--- src/design/drlp_pkg.sv ---
// Package for the decimal record line parser.
// Types, codes and constants shared by the parser core and the top level.
// No dependencies.
package drlp_pkg;

  // Width of a parsed value and derived limits
  localparam int unsigned ValueBits = 32;
  localparam int unsigned MagBits   = ValueBits;      // holds 2^(ValueBits-1)
  localparam int unsigned ProdBits  = ValueBits + 4;  // 10*mag + 9 fits
  localparam logic [MagBits-1:0]   MagLimit = MagBits'(1) << (ValueBits - 1);
  localparam logic [ValueBits-1:0] PosMax   = ValueBits'(MagLimit - MagBits'(1));

  // Character codes
  localparam logic [7:0] ChTab   = 8'h09;
  localparam logic [7:0] ChNl    = 8'h0A;
  localparam logic [7:0] ChVt    = 8'h0B;
  localparam logic [7:0] ChFf    = 8'h0C;
  localparam logic [7:0] ChCr    = 8'h0D;
  localparam logic [7:0] ChSpace = 8'h20;
  localparam logic [7:0] ChPlus  = 8'h2B;
  localparam logic [7:0] ChMinus = 8'h2D;
  localparam logic [7:0] ChZero  = 8'h30;
  localparam logic [7:0] ChNine  = 8'h39;
  localparam logic [7:0] ChSemi  = 8'h3B;

  // Position of the next token within a line
  typedef enum logic [1:0] {
    PhComment = 2'd0,
    PhFirst   = 2'd1,
    PhSecond  = 2'd2,
    PhThird   = 2'd3
  } line_phase_e;

  // Progress through one number token
  typedef enum logic [1:0] {
    NpLead   = 2'd0,
    NpSign   = 2'd1,
    NpDigits = 2'd2
  } number_phase_e;

  // Event codes on the result channel
  typedef enum logic [1:0] {
    EvNone   = 2'd0,
    EvRecord = 2'd1,
    EvBad    = 2'd2,
    EvShort  = 2'd3
  } event_e;

  // One result from the parser core
  typedef struct packed {
    logic                 emit;
    event_e               ev;
    logic [ValueBits-1:0] first;
    logic [ValueBits-1:0] second;
    logic [ValueBits-1:0] third;
    logic                 done;
    logic                 failed;
  } parse_res_t;

endpackage

--- src/design/drlp_parse_core.sv ---
// Parser core: line and token state, number accumulation, event decode.
// Consumes one byte per strobe; result is combinational from current state and input byte.
// Depends on drlp_pkg.
module drlp_parse_core (
  input  logic                   clk_i,
  input  logic                   rst_ni,
  input  logic                   byte_valid_i,
  input  logic [7:0]             byte_i,
  input  logic                   last_i,
  output drlp_pkg::parse_res_t   res_o
);

  drlp_pkg::line_phase_e   phase_q, phase_d;
  drlp_pkg::number_phase_e np_q, np_d;
  logic token_open_q, token_open_d;
  logic invalid_q, invalid_d;
  logic minus_q, minus_d;
  logic digit_q, digit_d;
  logic err_q, err_d;
  logic [drlp_pkg::MagBits-1:0]   mag_q, mag_d;
  logic [drlp_pkg::ValueBits-1:0] first_q, first_d;
  logic [drlp_pkg::ValueBits-1:0] second_q, second_d;
  logic [drlp_pkg::ValueBits-1:0] third_q, third_d;

  logic is_sep, is_nl, is_digit, is_lead_ws, is_sign, good;
  logic [drlp_pkg::ProdBits-1:0]  prod;
  logic [drlp_pkg::ValueBits-1:0] value;
  drlp_pkg::event_e        ev;
  drlp_pkg::line_phase_e   phase_tok;

  // Character classes
  assign is_sep     = (byte_i == drlp_pkg::ChTab) || (byte_i == drlp_pkg::ChSpace) ||
                      (byte_i == drlp_pkg::ChSemi);
  assign is_nl      = (byte_i == drlp_pkg::ChNl);
  assign is_digit   = (byte_i >= drlp_pkg::ChZero) && (byte_i <= drlp_pkg::ChNine);
  assign is_lead_ws = (byte_i == drlp_pkg::ChVt) || (byte_i == drlp_pkg::ChFf) ||
                      (byte_i == drlp_pkg::ChCr);
  assign is_sign    = (byte_i == drlp_pkg::ChPlus) || (byte_i == drlp_pkg::ChMinus);
  assign good       = digit_q && !invalid_q;

  // mag*10 + digit (mag*8 + mag*2); saturation when it passes the limit
  assign prod = {1'b0, mag_q, 3'b000} + {3'b000, mag_q, 1'b0} +
                drlp_pkg::ProdBits'(byte_i[3:0]);

  // Signed value of the finished token
  always_comb begin
    if (minus_q) begin
      value = drlp_pkg::ValueBits'(~mag_q + drlp_pkg::MagBits'(1));
    end else if (mag_q > drlp_pkg::MagBits'(drlp_pkg::PosMax)) begin
      value = drlp_pkg::PosMax;
    end else begin
      value = drlp_pkg::ValueBits'(mag_q);
    end
  end

  // Next state and result
  always_comb begin
    phase_d      = phase_q;
    np_d         = np_q;
    token_open_d = token_open_q;
    invalid_d    = invalid_q;
    minus_d      = minus_q;
    digit_d      = digit_q;
    mag_d        = mag_q;
    first_d      = first_q;
    second_d     = second_q;
    third_d      = third_q;
    err_d        = err_q;
    ev           = drlp_pkg::EvNone;
    phase_tok    = phase_q;

    if (is_sep || is_nl) begin
      // token end
      if (token_open_q) begin
        case (phase_q)
          drlp_pkg::PhComment: begin
            phase_tok = drlp_pkg::PhFirst;
          end
          drlp_pkg::PhFirst: begin
            first_d   = value;
            phase_tok = good ? drlp_pkg::PhSecond : drlp_pkg::PhComment;
            ev        = good ? drlp_pkg::EvNone : drlp_pkg::EvBad;
          end
          drlp_pkg::PhSecond: begin
            second_d  = value;
            phase_tok = good ? drlp_pkg::PhThird : drlp_pkg::PhComment;
            ev        = good ? drlp_pkg::EvNone : drlp_pkg::EvBad;
          end
          default: begin
            third_d = value;
            if (good) begin
              ev = drlp_pkg::EvRecord;
            end else begin
              phase_tok = drlp_pkg::PhComment;
              ev        = drlp_pkg::EvBad;
            end
          end
        endcase
        token_open_d = 1'b0;
        np_d         = drlp_pkg::NpLead;
        invalid_d    = 1'b0;
        minus_d      = 1'b0;
        digit_d      = 1'b0;
        mag_d        = '0;
      end
      phase_d = phase_tok;
      // line end: short line check
      if (is_nl) begin
        phase_d = drlp_pkg::PhComment;
        if ((ev == drlp_pkg::EvNone) &&
            ((phase_tok == drlp_pkg::PhFirst) || (phase_tok == drlp_pkg::PhSecond))) begin
          ev = drlp_pkg::EvShort;
        end
      end
    end else begin
      // character within a token
      token_open_d = 1'b1;
      if (is_digit) begin
        if (prod > drlp_pkg::ProdBits'(drlp_pkg::MagLimit)) begin
          mag_d = drlp_pkg::MagLimit;
        end else begin
          mag_d = prod[drlp_pkg::MagBits-1:0];
        end
        digit_d = 1'b1;
        np_d    = drlp_pkg::NpDigits;
      end else if ((np_q == drlp_pkg::NpLead) && is_lead_ws) begin
        np_d = np_q;
      end else if ((np_q == drlp_pkg::NpLead) && is_sign) begin
        minus_d = (byte_i == drlp_pkg::ChMinus);
        np_d    = drlp_pkg::NpSign;
      end else begin
        invalid_d = 1'b1;
      end
    end

    // chunk error tracking
    if ((ev == drlp_pkg::EvBad) || (ev == drlp_pkg::EvShort)) begin
      err_d = 1'b1;
    end
    res_o.failed = last_i && err_d;
    if (last_i) begin
      err_d = 1'b0;
    end

    res_o.emit   = (ev != drlp_pkg::EvNone) || last_i;
    res_o.ev     = ev;
    res_o.done   = last_i;
    res_o.first  = (ev == drlp_pkg::EvRecord) ? first_d  : '0;
    res_o.second = (ev == drlp_pkg::EvRecord) ? second_d : '0;
    res_o.third  = (ev == drlp_pkg::EvRecord) ? third_d  : '0;
  end

  // Control state
  always_ff @(posedge clk_i or negedge rst_ni) begin
    if (!rst_ni) begin
      phase_q      <= drlp_pkg::PhComment;
      np_q         <= drlp_pkg::NpLead;
      token_open_q <= 1'b0;
      invalid_q    <= 1'b0;
      minus_q      <= 1'b0;
      digit_q      <= 1'b0;
      err_q        <= 1'b0;
      mag_q        <= '0;
      first_q      <= '0;
      second_q     <= '0;
      third_q      <= '0;
    end else if (byte_valid_i) begin
      phase_q      <= phase_d;
      np_q         <= np_d;
      token_open_q <= token_open_d;
      invalid_q    <= invalid_d;
      minus_q      <= minus_d;
      digit_q      <= digit_d;
      err_q        <= err_d;
      mag_q        <= mag_d;
      first_q      <= first_d;
      second_q     <= second_d;
      third_q      <= third_d;
    end
  end

endmodule

--- src/design/decimal_record_line_parser_unit.sv ---
// Top level of the decimal record line parser.
// Input register, parser core and output register. Depends on drlp_pkg and
// drlp_parse_core.
//
// Usage:
//  - Slave side takes one character per beat: s_axis_tdata[7:0] is the byte,
//    s_axis_tlast marks the last byte of a chunk.
//  - Master side gives a beat for every record, bad number, short line, and
//    for every byte carrying tlast. tdata holds first, second and third value
//    (32 bits each, lowest first); tuser[1:0] is the event code
//    (0 none, 1 record, 2 bad number, 3 short line), tuser[2] is the chunk
//    failure flag; tlast closes a chunk.
//  - A byte held in the input register passes the parser core; its result is
//    registered in the output register, which drives the master side.
//  - Throughput: one byte per cycle while the output side does not stall; the
//    parser state update is a single pass of logic between the two registers.
//  - Stall: while the output register holds an untaken beat, the pipeline
//    holds; the input register still takes one further byte if it is empty.
//  - Reset clears both valid flags and the parser state: the next line starts
//    at its comment token and no chunk error is pending.
module decimal_record_line_parser_unit (
  input  logic         clk_i,
  input  logic         rst_ni,
  input  logic         s_axis_tvalid,
  output logic         s_axis_tready,
  input  logic [7:0]   s_axis_tdata,   // [7:0] byte_in
  input  logic         s_axis_tlast,   // chunk_last
  output logic         m_axis_tvalid,
  input  logic         m_axis_tready,
  output logic [95:0]  m_axis_tdata,   // [31:0] first, [63:32] second, [95:64] third
  output logic [2:0]   m_axis_tuser,   // [1:0] event_res, [2] chunk_failed
  output logic         m_axis_tlast    // chunk_done
);

  logic       in_valid_q;
  logic [7:0] in_byte_q;
  logic       in_last_q;
  logic       advance;
  logic       out_valid_q;
  logic [95:0] out_data_q;
  logic [2:0]  out_user_q;
  logic        out_last_q;
  drlp_pkg::parse_res_t res;

  // Pipeline moves when the output register is free or being drained
  assign advance       = !out_valid_q || m_axis_tready;
  assign s_axis_tready = !in_valid_q || advance;

  // Input register
  always_ff @(posedge clk_i or negedge rst_ni) begin
    if (!rst_ni) begin
      in_valid_q <= 1'b0;
    end else if (s_axis_tready) begin
      in_valid_q <= s_axis_tvalid;
    end
  end

  always_ff @(posedge clk_i) begin
    if (s_axis_tready && s_axis_tvalid) begin
      in_byte_q <= s_axis_tdata;
      in_last_q <= s_axis_tlast;
    end
  end

  drlp_parse_core u_core (
    .clk_i        (clk_i),
    .rst_ni       (rst_ni),
    .byte_valid_i (in_valid_q && advance),
    .byte_i       (in_byte_q),
    .last_i       (in_last_q),
    .res_o        (res)
  );

  // Output register
  always_ff @(posedge clk_i or negedge rst_ni) begin
    if (!rst_ni) begin
      out_valid_q <= 1'b0;
    end else if (advance) begin
      out_valid_q <= in_valid_q && res.emit;
    end
  end

  always_ff @(posedge clk_i) begin
    if (advance && in_valid_q && res.emit) begin
      out_data_q <= {res.third, res.second, res.first};
      out_user_q <= {res.failed, res.ev};
      out_last_q <= res.done;
    end
  end

  assign m_axis_tvalid = out_valid_q;
  assign m_axis_tdata  = out_data_q;
  assign m_axis_tuser  = out_user_q;
  assign m_axis_tlast  = out_last_q;

endmodule
--- config.mk ---
export PLATFORM = sky130hd
export DESIGN_NAME = decimal_record_line_parser_unit
export DESIGN_NICKNAME = d
export VERILOG_FILES = /design/src/design/drlp_pkg.sv /design/src/design/drlp_parse_core.sv /design/src/design/decimal_record_line_parser_unit.sv
export SDC_FILE = /design/constraint.sdc
export NUM_CORES = 1
export LEC_CHECK = 0
export ABC_AREA = 1
export BUFFER_PORTS_ARGS = -buffer_cell sky130_fd_sc_hd__buf_2
export CORE_MARGIN = 8
export CORE_UTILIZATION = 30
export CTS_BUF_LIST = sky130_fd_sc_hd__clkbuf_16
export CTS_CLUSTER_DIAMETER = 80
export DETAILED_ROUTE_END_ITERATION = 10
export GPL_ROUTABILITY_DRIVEN = 0
export PLACE_DENSITY = 0.54
export SLEW_MARGIN = 15
export SYNTH_ARGS = -nofsm -noshare
export SYNTH_HDL_FRONTEND = slang
export SYNTH_SLANG_ARGS = --single-unit
--- constraint.sdc ---
create_clock -name clk_i -period 4.2 [get_ports clk_i]
set_clock_uncertainty 0.1 [all_clocks]
set_input_delay 0.21 -clock clk_i [delete_from_list [all_inputs] [get_ports clk_i]]
set_output_delay 0.21 -clock clk_i [all_outputs]
set_load 0.01 [all_outputs]
# Word-level counts from Yosys, hierarchy flattened
# Index checks and enable logic that the tools add are counted.
# totals
reg_bits,248
latchBits,0
mem_bits_rw,0
romBits,0
inputBits,13
output_inout_bits,102
wordCells,134
memories,0
# classes
n_addsub,3
multipliers,0
div,0
order_cmp,4
n_eq_ne,21
n_shift,0
muxes,49
n_bitwise,1
n_reduce_logical,38
# ops
op,n
two-way mux 32 bit,15
"== test 8 x 4 -> 1 bit, second input constant",5
adder 35 x 33 -> 36 bit,1
adder 36 x 4 -> 36 bit,1
"> comparator 36 x 32 -> 1 bit, second input constant",1
two-way mux 2 bit,18
"adder 32 x 1 -> 32 bit, second input constant",1
"== test 8 x 6 -> 1 bit, second input constant",4
"> comparator 32 x 31 -> 1 bit, second input constant",1
NOT 32 bit,1
two-way mux 1 bit,14
logical OR 1 bit,11
logical AND 1 bit,10
AND reduction 5 bit,2
"== test 2 bit, second input constant",4
"greater-or-equal comparator 8 x 6 -> 1 bit, second input constant",1
"<= comparator 8 x 6 -> 1 bit, second input constant",1
"== test 2 x 1 -> 1 bit, second input constant",3
zero test 2 bit,3
"!= test 2 x 1 -> 1 bit, second input constant",3
one-hot mux 2 bit (3 select lines),1
nonzero test 2 bit,3
one-hot mux 2 bit (2 select lines),1
AND reduction 4 bit,1
8 further kinds,10

# Logic depth before layout (Yosys ltp)
# logic_depth
word_depth,16
ltp_mapped,23
ltp_nobuf,22

# Modules after synthesis
# A second synthesis with hierarchy kept.
# hier_totals
hier_cells,1874
hier_area_um2,14564.0
# by_module_without_submodules
mod,instances,cells_per_inst,area_each_um2,seq_area_each_um2
drlp_parse_core,1,1750,11183.2,3428.3
decimal_record_line_parser_unit,1,124,3380.7,3323.2

# Worst setup path after synthesis
# No wires, ideal clock.
# synth_timing
kind,reg2reg
startpoint,register u_core.phase_q[0]
endpoint,"register out_data_q[0], in the netlist m_axis_tdata[0] (enable)"
setup_ns,0.454
arrival_time_ns,3.747
t_required_ns,3.646
slack_ns,-0.100
stages_incl_launch_ff,11
n_path_buf,0
synth_period_minus_slack_ns,4.300
cell_sequence,dfrtp_1 inv_1 ha_1 inv_1 o211ai_1 and3_1 nand2_1 a21oi_1 nor3_1 or2_2 inv_1
# synth_rtl
item,line,source
"start, declared",drlp_parse_core.sv:13,"drlp_pkg::line_phase_e phase_q, phase_d;"
"start signal, assigned",drlp_parse_core.sv:156,phase_q <= drlp_pkg::PhComment;
"start signal, assigned",drlp_parse_core.sv:168,phase_q <= phase_d;
"end signal, assigned",decimal_record_line_parser_unit.sv:85,"out_data_q <= {res.third, res.second, res.first};"
"end, declared",decimal_record_line_parser_unit.sv:40,logic [95:0] out_data_q;

# Worst setup path in the final report
# layout_timing
startpoint,register u_core.mag_q[0] in the netlist's numbering
endpoint,register u_core.mag_q[4] in the netlist's numbering
# layout_via
elab_chain_len,6
# layout_rtl
item,line,source
"start, declared",drlp_parse_core.sv:20,"logic [drlp_pkg::MagBits-1:0] mag_q, mag_d;"
"start signal, assigned",drlp_parse_core.sv:175,mag_q <= mag_d;
adder 35 x 33 -> 36 bit *,drlp_parse_core.sv:42,"assign prod = {1'b0, mag_q, 3'b000} + {3'b000, mag_q, 1'b0} +"
adder 36 x 4 -> 36 bit *,drlp_parse_core.sv:42,
> comparator 36 x 32 -> 1 bit,drlp_parse_core.sv:119,if (prod > drlp_pkg::ProdBits'(drlp_pkg::MagLimit)) begin
two-way mux 32 bit *,drlp_parse_core.sv:119,
two-way mux 32 bit *,drlp_parse_core.sv:118,if (is_digit) begin
two-way mux 32 bit *,drlp_parse_core.sv:72,if (is_sep || is_nl) begin
# Every way passes the cells marked *; elsewhere a longest branch is shown, timed or not. The select of a mux whose other input is x is not followed.
# A chain may end at the register's enable or synchronous reset.

==> summary.md <==
| Metric | Value |
|---|---|
| Status | completed |
| Max VDD drop | 309 uV |
| CP Class | reg2reg |
| Sw Ratio | a little over a third |
| WL final | a little over 40000 um |
| Vias | 12645 |
| Hold_ws | 0.151 ns |
| Number of remaining DRC errors | 0 |
| CTS Hold Bufs | 14 |
| Met3 Usage GRT | between 1.5 and 2% |
| Iter 0 DRT Violations | between 1000 and 1500 |
| Area share of the largest cell type after synthesis | roughly 24% |
| Proportion of layout cells with a drive suffix above 1 | 10.5% |
| Final setup violation count | 0 |
| Post-synth EDFFs | ~110 |
| Average routed wire per standard cell | 16.0 um |
| Min cycle time layout | about 3.5 ns |
| Mapped Nets | about 1900 |
| Die Ht | roughly 240 um |
| Max FO, Critical Path | 31 |
| Leak | between 0.007 and 0.008 uW |
| Starting density of the core | a little under a third |
| DIE WIDTH | around 240 um |
| Max Root-Sink Buffers | 3 |
| Ant. Diodes | 0 |
| Final Hold Viols | 0 |
| Dpl hpwl | around 31000 um |
| Internal power | 4700 uW |
| Post-synth top flop | dfrtp_1 |
| Sum Neg Setup Slack | 0 ns |
| Post-synth cell types | 45 |
| Sequential share of the synthesized area | between 40% and 50% |
| Worst-path cell chain | inv_1 -> fa_1 -> inv_1 -> ha_1 -> nand2_1 -> nor2_1 -> nand2_1 -> nand3_1 -> xnor2_1 -> nand3_1 -> nor2_1 -> nand3_1 -> nor2_1 -> nand2_1 -> nand2_1 -> buf_4 -> nand3_1 -> nand2_1 |
| FF+latch count, synth | 248 |
| Area contributors post-synth | dfrtp_1 24%, edfxtp_1 23%, nand2_1 13% |
| Max stage delay on crit path | ~0.57 ns |
| Crit. End Element | flop |
| Worst-skew pair later-pin latency | around 0.54 ns |
| H-Tree Depth | 1 |
| Max Cap Viol | 0 |
| GRT met1 Usage | between 10% and 20% |
| Post-CTS Setup Inserts | 0 |
| Slew margin rel. | a little over a third |
| Worst EP arrival | 3.89 ns |
| Vias in the first global route | approximately 12000 |
| Post-synth ARST share | about 56% |
| Crit path launch type | flop |
| Global routing's busiest layer | met2 |
| Worst hold path type | in2async |
| Clock network power share | approximately a third |
| Sequential share of power | between 30 and 40% |
| Port buffer count | 114 |
| Cell mode on critical path | nand2_1 |
| Nets | a little over 2000 |
| Pin count of the biggest net entering global routing | ~110 |
| Max Slew Vio Count | 0 |
| Vias per cell | approximately 5 |
| WP buf/inv | 3 |
| Netlist Area Pre-Place | about 14000 sq um |
| TritonRoute pass-1 iters | 6 |
| Initial antenna violation count | 0 |
| Fin area | 16700 sq um |
| Cell Area, Placed | about 16000 sq um |
| First-pass GRT wire length | 66600 um |
| Core Box Area | 47600 sq um |
| Slowest CP cell | fa_1 |
| Fmax | ~0.28 GHz |
| Mean Syn Cell Area | ~7.9 sq um |
| CTS Buf Count | 25 |
| FILL cells | between 4000 and 5000 |
| Crit path required time | approximately 4.6 ns |
| Ports | 115 |
| Tot Pwr | 7260 uW |
| Gate Count Post-Synth | about 1800 |
| CTS-repair resized insts | 0 |
| Clock sinks | around 250 |
| CTS Root Cell | clkbuf_16 |
| Tightest Pin Transition | a little under 1 ns |
| Final ANT Viol Nets | 0 |
| Final worst-path cycle share | 83.6% |
| CTS tree | yes |
| Gate power share | 29.1% |
| PwrDens | 435 nW/um^2 |
| Syn. warnings | 0 |
| GRT Total Usage | 14.4% |
| Die area | between 50000 and 60000 sq um |
| Number of core rows | 80 |
| Layout overhead on the synthesized area | 15.4% |
| Dominant cell type by area after synthesis | dfrtp_1 |
| RSZ-0062 raised after global routing | false |
| GRT overflow | 0 |
| Switching power | about 2600 uW |
| Reg clk slew, reported paths | 0.06 ns |
| Most frequent cells after synthesis | 490 x nand2_1, 218 x nor2_1, 184 x o21ai_0 |
| Count leader, synth | nand2_1 |
| Largest delay share family, worst path | simple AND/OR/NAND/NOR gates |
| Met2 layer usage reported by global route | around 24% |
## final cells by class
class                           count  area, sq um  share of cell area [%]
Inverter                          185          698                    4.18
Tap cell                          615          769                    4.61
Sequential cell                   248         6750                    40.5
Clock buffer                       25          626                    3.75
Timing Repair Buffer              149          950                    5.69
Multi-Input combinational cell   1337         6690                    40.1
Clock inverter                     21          204                    1.22
## registers in the layout, summed over array words and instances (netlist names)
register             flops
u_core.np_q              2
m_axis_tdata            96
m_axis_tvalid            1
u_core.first_q          32
u_core.token_open_q      1
u_core.mag_q            32
u_core.minus_q           1
m_axis_tuser             3
in_last_q                1
in_byte_q                8
u_core.second_q         32
u_core.err_q             1
u_core.third_q          32
u_core.digit_q           1
u_core.invalid_q         1
in_valid_q               1
u_core.phase_q           2
m_axis_tlast             1
## power by group through the flow
| stage | sequential [uW] | clock (uW) | combinational (uW) |
|---|---|---|---|
| final | 2860 | 2290 | 2110 |
| after floorplan | 2900 | 0 | 1430 |
| after global placement | 2900 | 0 | 2080 |
| after CTS | 2860 | 2350 | 2110 |
| after global routing | 2880 | 2430 | 2360 |
| after detailed placement | 2910 | 0 | 2090 |
## cell families after synthesis
family | count (synthesis) | share of synthesized area, %
compound gates | 300 | 10.7
fa+ha+maj | 69 | 6.07
simple gates | 922 | 26.5
xor+xnor | 40 | 2.42
flops | 248 | 46.7
mux | 6 | 0.415
buf+inv | 255 | 7.21
## layout by cell type (no fill, tap or decap), types with 63 or more instances in the layout
| cell type | n |
|---|---|
| dfrtp_1 | 139 |
| edfxtp_1 | 109 |
| inv_1 | 175 |
| nand3_1 | 152 |
| a21oi_1 | 63 |
| nand2_1 | 489 |
| ha_1 | 67 |
| buf_2 | 113 |
| nor2_1 | 217 |
| o21ai_0 | 184 |
## metrics by stage
step,instances,utilization [%],setup WS (ns)
after CTS,2580,35.0,0.677
after floorplan,1840,-,0.661
final,2580,35.0,0.687
after global placement,2520,33.0,0.716
after detailed placement,2520,33.0,0.693
after global routing,2580,35.0,0.368
## worst register-to-register path: stages, from the launching register on
cell and delay (ns):
dfrtp_1 0.41, inv_1 0.12, fa_1 0.57, inv_1 0.06, ha_1 0.30, nand2_1 0.09
nor2_1 0.06, nand2_1 0.06, nand3_1 0.17, xnor2_1 0.35, nand3_1 0.12, nor2_1 0.19
nand3_1 0.10, nor2_1 0.12, nand2_1 0.06, nand2_1 0.05, buf_4 0.30, nand3_1 0.15
nand2_1 0.09
## routing by layer
metal | share of wire, % | wire (um) | vias to the layer above
met5 | 0 | 0 | -
met4 | 2.3 | 950 | 0
met3 | 4.7 | 1940 | 71
met2 | 47 | 19400 | 346
met1 | 46 | 19100 | 5971
li1 | - | - | 6257
## path summary, 6_finish.rpt
path | startpoint | to | slack (ns) | depth (start not counted)
hold / removal | rst_ni | u_core.first_q[6] | 0.15 | 2
setup reg to reg | u_core.mag_q[0] | u_core.mag_q[4] | 0.69 | 18
max in group asynchronous | rst_ni | u_core.second_q[16] | 2.99 | 3
setup / recovery | u_core.mag_q[0] | u_core.mag_q[4] | 0.69 | 18
min in group clk_i | s_axis_tlast | in_last_q | 0.29 | 2
hold reg to reg | u_core.np_q[1] | u_core.np_q[1] | 0.37 | 2
(Power assumes the default switching activity.)
